**src/hdl/cbortd_pkg.sv**
```systemverilog
// package: shared types and constants for the cbor token stream decoder
`timescale 1ns / 1ps

package cbortd_pkg;

  // result kinds
  typedef enum logic [1:0] {
    KIND_TOKEN   = 2'd0,
    KIND_PAYLOAD = 2'd1,
    KIND_END     = 2'd2,
    KIND_ERROR   = 2'd3
  } kind_t;

  // major types that the parser treats specially
  localparam logic [2:0] MT_NEG   = 3'd1;
  localparam logic [2:0] MT_BYTES = 3'd2;
  localparam logic [2:0] MT_TEXT  = 3'd3;
  localparam logic [2:0] MT_ARRAY = 3'd4;
  localparam logic [2:0] MT_MAP   = 3'd5;
  localparam logic [2:0] MT_PRIM  = 3'd7;

  // additional info codes
  localparam logic [4:0] AI_ARG_MIN     = 5'd24;
  localparam logic [4:0] AI_RESERVED_MIN = 5'd28;
  localparam logic [4:0] AI_RESERVED_MAX = 5'd30;
  localparam logic [4:0] AI_INDEF       = 5'd31;
  localparam logic [4:0] AI_SIMPLE_MIN  = 5'd20;

  localparam logic [7:0] BREAK_BYTE = 8'hFF;

  // one result item
  typedef struct packed {
    kind_t       result_kind;
    logic [2:0]  major_type;
    logic [4:0]  additional_info;
    logic [63:0] value;
    logic        value_wrapped;
    logic [7:0]  payload_byte;
    logic        last_payload;
  } result_t;

endpackage

```
**src/hdl/cbortd_in_if.sv**
```systemverilog
// interface: input byte channel
`timescale 1ns / 1ps

interface cbortd_in_if;
  logic       valid;
  logic       ready;
  logic [7:0] in_byte;
  logic       frame_start;

  modport source (output valid, output in_byte, output frame_start, input ready);
  modport sink   (input valid, input in_byte, input frame_start, output ready);
endinterface

```
**src/hdl/cbortd_out_if.sv**
```systemverilog
// interface: result token channel
`timescale 1ns / 1ps

interface cbortd_out_if;
  logic        valid;
  logic        ready;
  logic [1:0]  result_kind;
  logic [2:0]  major_type;
  logic [4:0]  additional_info;
  logic [63:0] value;
  logic        value_wrapped;
  logic [7:0]  payload_byte;
  logic        last_payload;

  modport source (
    output valid, output result_kind, output major_type, output additional_info,
    output value, output value_wrapped, output payload_byte, output last_payload,
    input ready
  );
  modport sink (
    input valid, input result_kind, input major_type, input additional_info,
    input value, input value_wrapped, input payload_byte, input last_payload,
    output ready
  );
endinterface

```
**src/hdl/cbortd_parse.sv**
```systemverilog
// parser: per-byte state update and result generation
`timescale 1ns / 1ps

module cbortd_parse (
  input  logic                clk,
  input  logic                rst,
  input  logic                take,
  input  logic [7:0]          in_byte,
  input  logic                frame_start,
  output logic                res_valid,
  output cbortd_pkg::result_t res
);

  typedef enum logic [1:0] {
    PH_INITIAL    = 2'd0,
    PH_ARGUMENT   = 2'd1,
    PH_DEFINITE   = 2'd2,
    PH_INDEFINITE = 2'd3
  } phase_t;

  phase_t      phase, phase_next, eff_phase;
  logic [3:0]  arg_left, arg_left_next;
  logic [63:0] acc, acc_next;
  logic [2:0]  held_mt, held_mt_next;
  logic [4:0]  held_ai, held_ai_next;
  logic [63:0] pay_left, pay_left_next;
  logic [63:0] ind_count, ind_count_next;

  logic [2:0]  mt;
  logic [4:0]  ai;
  logic [4:0]  small_arg;
  logic [63:0] acc_sh;
  logic [3:0]  arg_left_dec;
  logic [63:0] fin_arg;
  logic [63:0] fin_inc;
  logic [2:0]  fin_mt;
  logic        do_finish;

  // byte fields and shared arithmetic
  assign mt           = in_byte[7:5];
  assign ai           = in_byte[4:0];
  assign eff_phase    = frame_start ? PH_INITIAL : phase;
  assign small_arg    = (mt == cbortd_pkg::MT_PRIM && ai >= cbortd_pkg::AI_SIMPLE_MIN)
                        ? 5'd0 : ai;
  assign acc_sh       = {acc[55:0], in_byte};
  assign arg_left_dec = arg_left - 4'd1;
  assign fin_arg      = (eff_phase == PH_ARGUMENT) ? acc_sh : {59'd0, small_arg};
  assign fin_mt       = (eff_phase == PH_ARGUMENT) ? held_mt : mt;
  assign fin_inc      = fin_arg + 64'd1;

  // next state and result
  always_comb begin
    phase_next     = phase;
    arg_left_next  = arg_left;
    acc_next       = acc;
    held_mt_next   = held_mt;
    held_ai_next   = held_ai;
    pay_left_next  = pay_left;
    ind_count_next = ind_count;
    do_finish      = 1'b0;
    res_valid      = 1'b0;
    res            = '0;

    unique case (eff_phase)
      PH_ARGUMENT: begin
        acc_next      = acc_sh;
        arg_left_next = arg_left_dec;
        if (arg_left_dec == 4'd0) begin
          do_finish = 1'b1;
        end
      end
      PH_DEFINITE: begin
        pay_left_next    = pay_left - 64'd1;
        res_valid        = 1'b1;
        res.result_kind  = cbortd_pkg::KIND_PAYLOAD;
        res.payload_byte = in_byte;
        if (pay_left == 64'd1) begin
          phase_next       = PH_INITIAL;
          res.last_payload = 1'b1;
        end
      end
      PH_INDEFINITE: begin
        res_valid = 1'b1;
        if (in_byte == cbortd_pkg::BREAK_BYTE) begin
          res.result_kind = cbortd_pkg::KIND_END;
          res.value       = ind_count;
          ind_count_next  = '0;
          phase_next      = PH_INITIAL;
        end else begin
          res.result_kind  = cbortd_pkg::KIND_PAYLOAD;
          res.payload_byte = in_byte;
          ind_count_next   = ind_count + 64'd1;
        end
      end
      PH_INITIAL: begin
        held_mt_next  = mt;
        held_ai_next  = ai;
        acc_next      = '0;
        arg_left_next = '0;
        phase_next    = PH_INITIAL;
        if (frame_start) begin
          pay_left_next  = '0;
          ind_count_next = '0;
        end
        if (ai >= cbortd_pkg::AI_RESERVED_MIN && ai <= cbortd_pkg::AI_RESERVED_MAX) begin
          res_valid       = 1'b1;
          res.result_kind = cbortd_pkg::KIND_ERROR;
        end else if (ai == cbortd_pkg::AI_INDEF) begin
          if (mt == cbortd_pkg::MT_BYTES || mt == cbortd_pkg::MT_TEXT) begin
            ind_count_next = '0;
            phase_next     = PH_INDEFINITE;
          end else if (mt == cbortd_pkg::MT_ARRAY || mt == cbortd_pkg::MT_MAP
                       || mt == cbortd_pkg::MT_PRIM) begin
            res_valid       = 1'b1;
            res.result_kind = cbortd_pkg::KIND_TOKEN;
          end else begin
            res_valid       = 1'b1;
            res.result_kind = cbortd_pkg::KIND_ERROR;
          end
        end else if (ai >= cbortd_pkg::AI_ARG_MIN) begin
          arg_left_next = 4'd1 << ai[1:0];
          phase_next    = PH_ARGUMENT;
        end else begin
          do_finish = 1'b1;
        end
      end
      default: begin
        phase_next = PH_INITIAL;
      end
    endcase

    // finish any token: negative offset, definite string start
    if (do_finish) begin
      res_valid       = 1'b1;
      res.result_kind = cbortd_pkg::KIND_TOKEN;
      phase_next      = PH_INITIAL;
      if (fin_mt == cbortd_pkg::MT_NEG) begin
        res.value         = fin_inc;
        res.value_wrapped = (fin_inc == 64'd0);
      end else begin
        res.value = fin_arg;
        if ((fin_mt == cbortd_pkg::MT_BYTES || fin_mt == cbortd_pkg::MT_TEXT)
            && fin_arg != 64'd0) begin
          pay_left_next = fin_arg;
          phase_next    = PH_DEFINITE;
        end
      end
    end

    res.major_type      = held_mt_next;
    res.additional_info = held_ai_next;
  end

  // parse state
  always_ff @(posedge clk) begin
    if (rst) begin
      phase     <= PH_INITIAL;
      arg_left  <= '0;
      acc       <= '0;
      held_mt   <= '0;
      held_ai   <= '0;
      pay_left  <= '0;
      ind_count <= '0;
    end else if (take) begin
      phase     <= phase_next;
      arg_left  <= arg_left_next;
      acc       <= acc_next;
      held_mt   <= held_mt_next;
      held_ai   <= held_ai_next;
      pay_left  <= pay_left_next;
      ind_count <= ind_count_next;
    end
  end

  // invariants of the parse state
  a_arg_left_nonzero : assert property (@(posedge clk) disable iff (rst)
    phase == PH_ARGUMENT |-> arg_left != 4'd0)
    else $error("argument phase with no bytes left");

  a_pay_left_nonzero : assert property (@(posedge clk) disable iff (rst)
    phase == PH_DEFINITE |-> pay_left != 64'd0)
    else $error("definite string phase with no payload left");

  a_arg_left_width : assert property (@(posedge clk) disable iff (rst)
    phase == PH_ARGUMENT |-> arg_left <= 4'd8)
    else $error("argument count out of range");

  a_hold_when_idle : assert property (@(posedge clk) disable iff (rst)
    !take |=> $stable(phase) && $stable(acc))
    else $error("parse state moved without an item");

endmodule

```
**src/hdl/cbor_token_stream_decoder_top.sv**
```systemverilog
// top level: cbor token stream decoder with a two-entry result buffer
//
//   channel  modport  payload                                   width
//   stream   sink     in_byte, frame_start                      8 + 1
//   tokens   source   result_kind, major_type, additional_info, 2+3+5+64+1+8+1
//                     value, value_wrapped, payload_byte,
//                     last_payload
//
// one byte per cycle while ready; each byte is decoded in the cycle it is
// accepted and its result goes to the output register or the skid register.
// the result path is an output register plus a skid register, so the input
// stays ready while one result waits; it stalls only when both hold results.
// synchronous active-high rst clears parse state and the result buffer.
`timescale 1ns / 1ps

module cbor_token_stream_decoder_top (
  input  logic         clk,
  input  logic         rst,
  cbortd_in_if.sink    stream,
  cbortd_out_if.source tokens
);

  logic                take;
  logic                res_valid;
  cbortd_pkg::result_t res;
  logic                o_valid;
  cbortd_pkg::result_t o_data;
  logic                s_valid;
  cbortd_pkg::result_t s_data;
  logic                o_take;

  assign stream.ready = !s_valid;
  assign take         = stream.valid && stream.ready;
  assign o_take       = o_valid && tokens.ready;

  cbortd_parse u_parse (
    .clk         (clk),
    .rst         (rst),
    .take        (take),
    .in_byte     (stream.in_byte),
    .frame_start (stream.frame_start),
    .res_valid   (res_valid),
    .res         (res)
  );

  // result register and skid register
  always_ff @(posedge clk) begin
    if (rst) begin
      o_valid <= 1'b0;
      s_valid <= 1'b0;
    end else if (s_valid) begin
      if (o_take) begin
        o_data  <= s_data;
        s_valid <= 1'b0;
      end
    end else if (take && res_valid) begin
      if (!o_valid || o_take) begin
        o_data  <= res;
        o_valid <= 1'b1;
      end else begin
        s_data  <= res;
        s_valid <= 1'b1;
      end
    end else if (o_take) begin
      o_valid <= 1'b0;
    end
  end

  assign tokens.valid           = o_valid;
  assign tokens.result_kind     = o_data.result_kind;
  assign tokens.major_type      = o_data.major_type;
  assign tokens.additional_info = o_data.additional_info;
  assign tokens.value           = o_data.value;
  assign tokens.value_wrapped   = o_data.value_wrapped;
  assign tokens.payload_byte    = o_data.payload_byte;
  assign tokens.last_payload    = o_data.last_payload;

  // buffer ordering and occupancy
  a_skid_needs_out : assert property (@(posedge clk) disable iff (rst)
    s_valid |-> o_valid)
    else $error("skid holds a result while output is empty");

  a_skid_fills : assert property (@(posedge clk) disable iff (rst)
    o_valid && !tokens.ready && !s_valid && take && res_valid |=> s_valid)
    else $error("result dropped while output stalled");

  a_skid_drains : assert property (@(posedge clk) disable iff (rst)
    s_valid && tokens.ready |=> !s_valid && o_valid && o_data == $past(s_data))
    else $error("skid result not moved to output");

endmodule
```
**src/flat_wrapper.sv**
```systemverilog
// flat-port wrapper written by rule: the top's interface ports become plain ports
module cbor_token_stream_decoder_top_flat 
  (clk, rst, stream_valid, stream_in_byte, stream_frame_start, stream_ready, tokens_valid, tokens_result_kind, tokens_major_type, tokens_additional_info, tokens_value, tokens_value_wrapped, tokens_payload_byte, tokens_last_payload, tokens_ready);
  cbortd_in_if stream_i ();
  cbortd_out_if tokens_i ();
  input  logic clk;
  input  logic rst;
  input wire logic [$bits(stream_i.valid)-1:0] stream_valid;
  input wire logic [$bits(stream_i.in_byte)-1:0] stream_in_byte;
  input wire logic [$bits(stream_i.frame_start)-1:0] stream_frame_start;
  output wire logic [$bits(stream_i.ready)-1:0] stream_ready;
  output wire logic [$bits(tokens_i.valid)-1:0] tokens_valid;
  output wire logic [$bits(tokens_i.result_kind)-1:0] tokens_result_kind;
  output wire logic [$bits(tokens_i.major_type)-1:0] tokens_major_type;
  output wire logic [$bits(tokens_i.additional_info)-1:0] tokens_additional_info;
  output wire logic [$bits(tokens_i.value)-1:0] tokens_value;
  output wire logic [$bits(tokens_i.value_wrapped)-1:0] tokens_value_wrapped;
  output wire logic [$bits(tokens_i.payload_byte)-1:0] tokens_payload_byte;
  output wire logic [$bits(tokens_i.last_payload)-1:0] tokens_last_payload;
  input wire logic [$bits(tokens_i.ready)-1:0] tokens_ready;
  assign stream_i.valid = stream_valid;
  assign stream_i.in_byte = stream_in_byte;
  assign stream_i.frame_start = stream_frame_start;
  assign stream_ready = stream_i.ready;
  assign tokens_valid = tokens_i.valid;
  assign tokens_result_kind = tokens_i.result_kind;
  assign tokens_major_type = tokens_i.major_type;
  assign tokens_additional_info = tokens_i.additional_info;
  assign tokens_value = tokens_i.value;
  assign tokens_value_wrapped = tokens_i.value_wrapped;
  assign tokens_payload_byte = tokens_i.payload_byte;
  assign tokens_last_payload = tokens_i.last_payload;
  assign tokens_i.ready = tokens_ready;
  cbor_token_stream_decoder_top u_core (.clk(clk), .rst(rst), .stream(stream_i), .tokens(tokens_i));
endmodule
```
**config.mk**
```make
export PLATFORM = sky130hd
export DESIGN_NAME = cbor_token_stream_decoder_top_flat
export DESIGN_NICKNAME = d
export VERILOG_FILES = /design/src/hdl/cbortd_pkg.sv /design/src/hdl/cbortd_in_if.sv /design/src/hdl/cbortd_out_if.sv /design/src/hdl/cbortd_parse.sv /design/src/hdl/cbor_token_stream_decoder_top.sv /design/src/flat_wrapper.sv
export SDC_FILE = /design/constraint.sdc
export NUM_CORES = 1
export LEC_CHECK = 0
export BUFFER_PORTS_ARGS = -buffer_cell sky130_fd_sc_hd__buf_2
export CAP_MARGIN = 0
export CORE_UTILIZATION = 40
export CTS_CLUSTER_SIZE = 25
export DETAILED_ROUTE_END_ITERATION = 6
export PLACE_DENSITY_LB_ADDON = 0.15
export SLEW_MARGIN = 30
export SYNTH_ARGS = -nofsm -noshare
export SYNTH_HDL_FRONTEND = slang
export SYNTH_SLANG_ARGS = --single-unit
```
**constraint.sdc**
```tcl
create_clock -name clk -period 26.2 [get_ports clk]
set_input_delay 5.24 -clock clk [delete_from_list [all_inputs] [get_ports clk]]
set_output_delay 5.24 -clock clk [all_outputs]
set_load 0.05 [all_outputs]
```
### Yosys cells after proc, flatten, opt, wreduce, memory -nomap -nowiden

Index checks and enable logic that the tools add are counted.

* $add $sub $neg: 4
* order comparisons: 4
* equal/unequal tests: 18
* shift-type cells: 1
* muxes and demuxes: 69
* bitwise gates (word level): 3
* reductions and logical operators: 30

Operators by type and width (count)
* 64-bit 2-to-1 mux: 13
* 84-bit 2-to-1 mux: 4
* 64-bit one-hot mux with 2 select lines: 2
* 64-bit by 1-bit adder with 64-bit output (second input constant): 2
* 56-bit one-hot mux with 2 select lines: 1
* 65-bit 2-to-1 mux: 1
* 64-bit by 1-bit == test with 1-bit output (second input constant): 1
* 64-bit zero test: 1
* 64-bit nonzero test: 1
* 64-bit by 1-bit subtractor with 64-bit output (second input constant): 1
* 2-bit 2-to-1 mux: 15
* 1-bit 2-to-1 mux: 19
* 8-bit one-hot mux with 2 select lines: 1
* 5-bit greater-or-equal comparator (second input constant): 3
* 3-bit by 2-bit == test with 1-bit output (second input constant): 4
* 4-bit 2-to-1 mux: 3
* 2-bit one-hot mux with 3 select lines: 2
* 4-bit AND reduction: 3
* 5-bit 2-to-1 mux: 2
* 2-bit nonzero test: 5
* 3-bit == test (second input constant): 3
* 8-bit == test (second input constant): 1
* 8-bit 2-to-1 mux: 1
* 4-bit one-hot mux with 2 select lines: 1
* 21 further kinds: 39

* bits in registers: 368
* bits of input ports: 13
* word-level logic and storage cells: 152

### Depth between registers and ports, before layout

* word-level depth: 12
* depth in mapped cells: 21
* gate-level depth less buffers: 17

### Hierarchy

A second synthesis with hierarchy kept.

* cell total of the unflattened synthesis: 2523
* area, all modules: 21717.1 um^2

Modules (own cells, without submodules)
* cbortd_parse: instances 1, cells each 2248, area each 15451.1 um^2
* cbor_token_stream_decoder_top: instances 1, cells each 275, area each 6266.0 um^2

### Least setup slack after synthesis

Ideal clock, no wire load.

* path type: input-to-reg
* start: input stream_frame_start
* end: register u_core.s_data[0] (netlist name), enable pin
* setup time: 0.761 ns
* data arrival time: 15.899 ns
* setup slack: 9.540 ns
* stages on the path: 13
* buffers on the path: 4
* cell sequence: nand2b_1 > inv_1 > clkbuf_1 > ha_1 > buf_2 > buf_2 > nand3_1 > nor2_1 > o21ai_1 > clkbuf_1 > o21ai_0 > nand2_1 > nor4b_1

* longest elaborated chain between the ends: 7
* elaborated cells between the ends (all ways): 11
* classes of those cells: eq/ne: 3; mux: 4; reduce/logical: 4

Ends and longest elaborated chain
* start, declared: line flat_wrapper.sv:10 `input wire logic [$bits(stream_i.frame_start)-1:0] stream_frame_start;`
* 2-bit 2-to-1 mux (*): line cbortd_parse.sv:42 `assign eff_phase = frame_start ? PH_INITIAL : phase;`
* 2-bit == test: line cbortd_parse.sv:64 `unique case (eff_phase)`
* 2-bit OR reduction (no source line)
* 1-bit one-hot mux with 2 select lines: line cbortd_parse.sv:64
* 1-bit 2-to-1 mux (*): line cbortd_parse.sv:133 `if (do_finish) begin`
* 1-bit logical AND (*): line cbor_token_stream_decoder_top.sv:56 `end else if (take && res_valid) begin`
* 4-bit AND reduction (no source line) (*)
* end signal, assigned: line cbor_token_stream_decoder_top.sv:61 `s_data <= res;`
* end, declared: line cbor_token_stream_decoder_top.sv:29 `cbortd_pkg::result_t s_data;`

Every way passes the cells marked *; elsewhere a longest branch is shown, timed or not.
A chain may end at the register's enable or synchronous reset.

### Final worst setup path

* start: input stream_frame_start
* end: register u_core.o_data, in the netlist u_core.tokens.value_wrapped (data pin)

* longest elaborated chain between the ends: 10
* elaborated cells between the ends (all ways): 14
* classes of those cells: add/sub: 1; eq/ne: 2; mux: 9; reduce/logical: 2

Ends and longest elaborated chain
* 2-bit 2-to-1 mux (*): line cbortd_parse.sv:42
* 2-bit by 1-bit == test with 1-bit output: line cbortd_parse.sv:47, cbortd_parse.sv:48, cbortd_parse.sv:64
* 64-bit 2-to-1 mux: line cbortd_parse.sv:47 `assign fin_arg = (eff_phase == PH_ARGUMENT) ? acc_sh : {59'd0, small_arg};`
* 64-bit by 1-bit adder with 64-bit output: line cbortd_parse.sv:49 `assign fin_inc = fin_arg + 64'd1;`
* 64-bit zero test: line cbortd_parse.sv:139 `res.value_wrapped = (fin_inc == 64'd0);`
* 1-bit 2-to-1 mux: line cbortd_parse.sv:137 `if (fin_mt == cbortd_pkg::MT_NEG) begin`
* 65-bit 2-to-1 mux (*): line cbortd_parse.sv:133
* 84-bit 2-to-1 mux (*): line cbor_token_stream_decoder_top.sv:57 `if (!o_valid || o_take) begin`
* 84-bit 2-to-1 mux (*): line cbor_token_stream_decoder_top.sv:56
* 84-bit 2-to-1 mux (*): line cbor_token_stream_decoder_top.sv:51 `end else if (s_valid) begin`
* end signal, assigned: line cbor_token_stream_decoder_top.sv:53 `o_data <= s_data;`
* end signal, assigned: line cbor_token_stream_decoder_top.sv:58 `o_data <= res;`
* end, declared: line cbor_token_stream_decoder_top.sv:27 `cbortd_pkg::result_t o_data;`

Every way passes the cells marked *; elsewhere a longest branch is shown, timed or not. The select of a mux whose other input is x is not followed.

==> impl_metrics.yaml <==
global_route:
  grt_util_met2: 0.423
  grt_max_degree: 118
  top_usage_layer: "met2"
  grt_first_pass_wirelength_mm: 116
  overflow: 0
  globalRouteMet3Util: 0.0423
  met1_usage: 0.414
  antenna_found_initial: 0
  grt_pass1_vias: 18200
  track_usage: 0.280
sta:
  worstMarginPinSlew_ps: 973
  post-route-period-util: 0.387
  slew_headroom: 0.352
  finClkSkew_ps: 21.6
  finalSetupViolations: 0
  fmaxAchievable_ghz: 0.0985
  setup_tns_ps: 0
  drv_slew: 0
  period_minus_slack_ps: 10150
  finalHoldViolCount: 0
  rsz0062_at_grt: "no"
setup_path:
  cpPeakStageDelay_ps: 790
  crit_chain: "buf_2 -> nand2b_1 -> inv_1 -> ha_4 -> nor2b_1 -> nand3_1 -> nand2_1 -> inv_1 -> ha_1 -> nand3_1 -> nor4_2 -> nand4_1 -> o21a_1 -> or4_1 -> nor3_1 -> nand4_1 -> o31ai_2"
  path_buf_inv: 3
  path_max_fanout: 37
  r2r_cells: 16
  crit_end: "u_core.tokens.value_wrapped"
  crit_cells: 17
  arrival_ps: 10560
  end_kind: "flip-flop"
  startpoint_type: "primary input"
  cp.required_ps: 26610
  rrSetupSlack_ps: 20570
  critical_path.top_delay_family: "simple AND/OR/NAND/NOR gates"
  worstReg2RegStart: "u_core.u_parse.phase[0]"
  crit_slowest_cell: "nand4_1"
  crit_type: "primary input to flip-flop"
  crit_start: "stream_frame_start"
  r2r-end: "u_core.tokens.value_wrapped"
logic_synthesis:
  synth_fa_ha_area_frac: 0.00704
  muxShareOfSynthArea: 0.0541
  synth_compound_area_frac: 0.160
  syn_inst: 2534
  synth.avg_cell_area_um2: 8.41
  synth-main-ff-cell: "dfxtp_1"
  ys_async_sr_fraction: 0
  synthSimpleGateAreaFrac: 0.272
  synth-seq-area-share: 0.425
  synth-xor-area-share: 0.0390
  synth_nets: 2559
  synth_top_family_by_area: "simple AND/OR/NAND/NOR gates"
  synth_warnings: 0
  yosysTopAreaCellShare: 0.237
  synth_seq_cells: 368
  synth_edf_count: 168
  synth_top_area_cell: "edfxtp_1"
  synth.distinct_cells: 76
  ys_top_cells_by_area: "edfxtp_1 24%, dfxtp_1 19%, nor2_1 5.2%, mux2_2 5.1%, a21oi_1 4.6%"
  syn_area_um2: 21300
final_layout:
  area_delta_synth_final_pct: 11.3
  multi_input_area_um2: 11500
  layout.nets: 2525
  drive_above_1_share: 0.135
  fillers: 5185
  regArea_um2: 9050
  antenna_cells: 0
job:
  drv_cap: 0
clock_network:
  cts_root_buf: "clkbuf_16"
  postCtsSetupBuffers: 0
  clkSinkCount: 368
  h-tree-depth: 2
  clk_pin_slew_ps: 60
  cts_tree: "done"
  cts_buffers: 44
  cts_resized: 0
  insertion_delay_ps: 590
  ctsHoldBuffers: 0
  clockBufferDepth: 3
placement:
  gp_congestion: 0.985
  io_buffers: 98
  place_hpwl_mm: 54.1
route:
  dr.pass1.iters: 6
  first_iter_violations: 2136
  wire_per_inst_um: 24.1
  vias_per_cell: 6.20
  drt_wl_total_mm: 77.6
  drcViolationCount: 0
  route.vias.total: 20000
  drtAntennaViolNets: 0
floorplan:
  boundaryPins: 99
  rows: 84
  core_um2: 52600
  die_w_um: 233
  dieHeight_um: 233
  start_util: 0.406
  dieArea_um2: 54200
status:
  status: "finished clean"
power:
  powerDensity_nw_per_um2: 62.3
  total_power_uw: 1480
  p_leak_uw: 0.00773
  peakVddDrop_v: 0.0000450
min_path:
  hp-class: "flip-flop to flip-flop"
worst min-delay path by stage:
stage	depth (start not counted)	endpoint	from
after detailed placement	2	u_core.u_parse.pay_left[35]	u_core.u_parse.pay_left[35]
after global placement	2	u_core.u_parse.pay_left[35]	u_core.u_parse.pay_left[35]
after CTS	2	u_core.u_parse.pay_left[35]	u_core.u_parse.pay_left[35]
after global routing	2	u_core.u_parse.arg_left[3]	u_core.u_parse.arg_left[3]
final	2	u_core.u_parse.arg_left[3]	u_core.u_parse.arg_left[3]
after floorplan	1	u_core.u_parse.ind_count[63]	u_core.u_parse.ind_count[63]
sequential cells by signal (all words and copies together) (netlist names), 2 cells and up:
| name | cells |
|---|---|
| u_core.s_data | 84 |
| u_core.tokens.additional_info | 5 |
| u_core.tokens.major_type | 3 |
| u_core.tokens.payload_byte | 8 |
| u_core.tokens.result_kind | 2 |
| u_core.tokens.value | 64 |
| u_core.u_parse.acc | 56 |
| u_core.u_parse.arg_left | 4 |
| u_core.u_parse.held_ai | 5 |
| u_core.u_parse.held_mt | 3 |
| u_core.u_parse.ind_count | 64 |
| u_core.u_parse.pay_left | 64 |
| u_core.u_parse.phase | 2 |
through the flow:
stage	area, µm²	hold WS, ps	util	setup WS, ps	instances
finish	23700	472	0.451	16050	3223
global route	23700	493	0.451	15700	3223
CTS	23700	471	0.451	16130	3222
detailed placement	22100	463	0.421	15510	3141
global placement	22100	455	0.421	15620	3141
floorplan	21300	437	-	9540	2534
synthesized netlist by cell type (12+ instances only):
cell	count
nor2_1	296
nand2_1	239
dfxtp_1	200
a21oi_1	197
clkbuf_1	175
o21ai_0	173
edfxtp_1	168
nand3_1	156
nor3_1	114
mux2_2	97
nand4_1	58
nor3b_1	56
xor2_1	51
nor4_1	49
xnor2_1	44
a31oi_1	35
a211oi_1	33
and3_1	31
or3_1	29
inv_1	28
or4_1	28
and2_1	20
a22oi_1	19
a311oi_1	18
nand2b_1	14
o211ai_1	14
o22ai_1	14
ha_1	12
power by group:
part           total, µW  internal (µW)  switching [µW]
combinational        192           51.7             140
clock                661            399             262
sequential           625            615            10.3
total               1480           1070             413
per-layer routing:
metal | wire (µm) | up-vias | share of wire
met1 | 36100 | 9782 | 0.46
li1 | - | 9273 | -
met5 | 0 | - | 0
met3 | 5650 | 98 | 0.073
met4 | 1750 | 0 | 0.023
met2 | 34100 | 819 | 0.44
cells by family (layout without fill, tap and decap cells):
kind of cell	count (synthesis)	count (layout)
muxes	103	103
adders and majority gates	12	12
DFF	368	368
and+or+nand+nor	1150	1150
xor gates and xnor gates	95	95
AOI/OAI and AO/OA	574	574
buffers and inverters	232	233
worst register-to-register path, delay by kind of cell (launching register included):
family	cells	cell delay [ps]
compound gates	2	650
fa+ha+maj	2	740
buf+inv	2	650
simple gates	10	3030
flops	1	380
placed cells by master (no fill, tap or decap), types with 14 or more instances in the layout:
cell       netlist  final
a211oi_1        33     33
a21oi_1        197    197
a22oi_1         19     19
a311oi_1        18     18
a31oi_1         35     34
and2_1          20     19
and3_1          31     31
buf_2           10     97
buf_4            3     23
clkbuf_16        0     47
dfxtp_1        200    200
edfxtp_1       168    168
inv_1           28     27
mux2_2          97     97
nand2_1        239    237
nand2b_1        14     14
nand3_1        156    156
nand4_1         58     58
nor2_1         296    294
nor3_1         114    113
nor3b_1         56     56
nor4_1          49     49
o211ai_1        14     14
o21ai_0        173    173
o22ai_1         14     14
or3_1           29     29
or4_1           28     28
xnor2_1         44     44
xor2_1          51     51
cell type report:
| class | count | area share |
|---|---|---|
| well taps | 688 | 0.0363 |
| clock inverters | 29 | 0.0144 |
| flip-flops and latches | 368 | 0.382 |
| inverters | 29 | 0.00464 |
| repair buffers | 123 | 0.0293 |
| clock buffers | 52 | 0.0508 |
| multi-input cells | 1934 | 0.483 |
(Power assumes the default switching activity.)
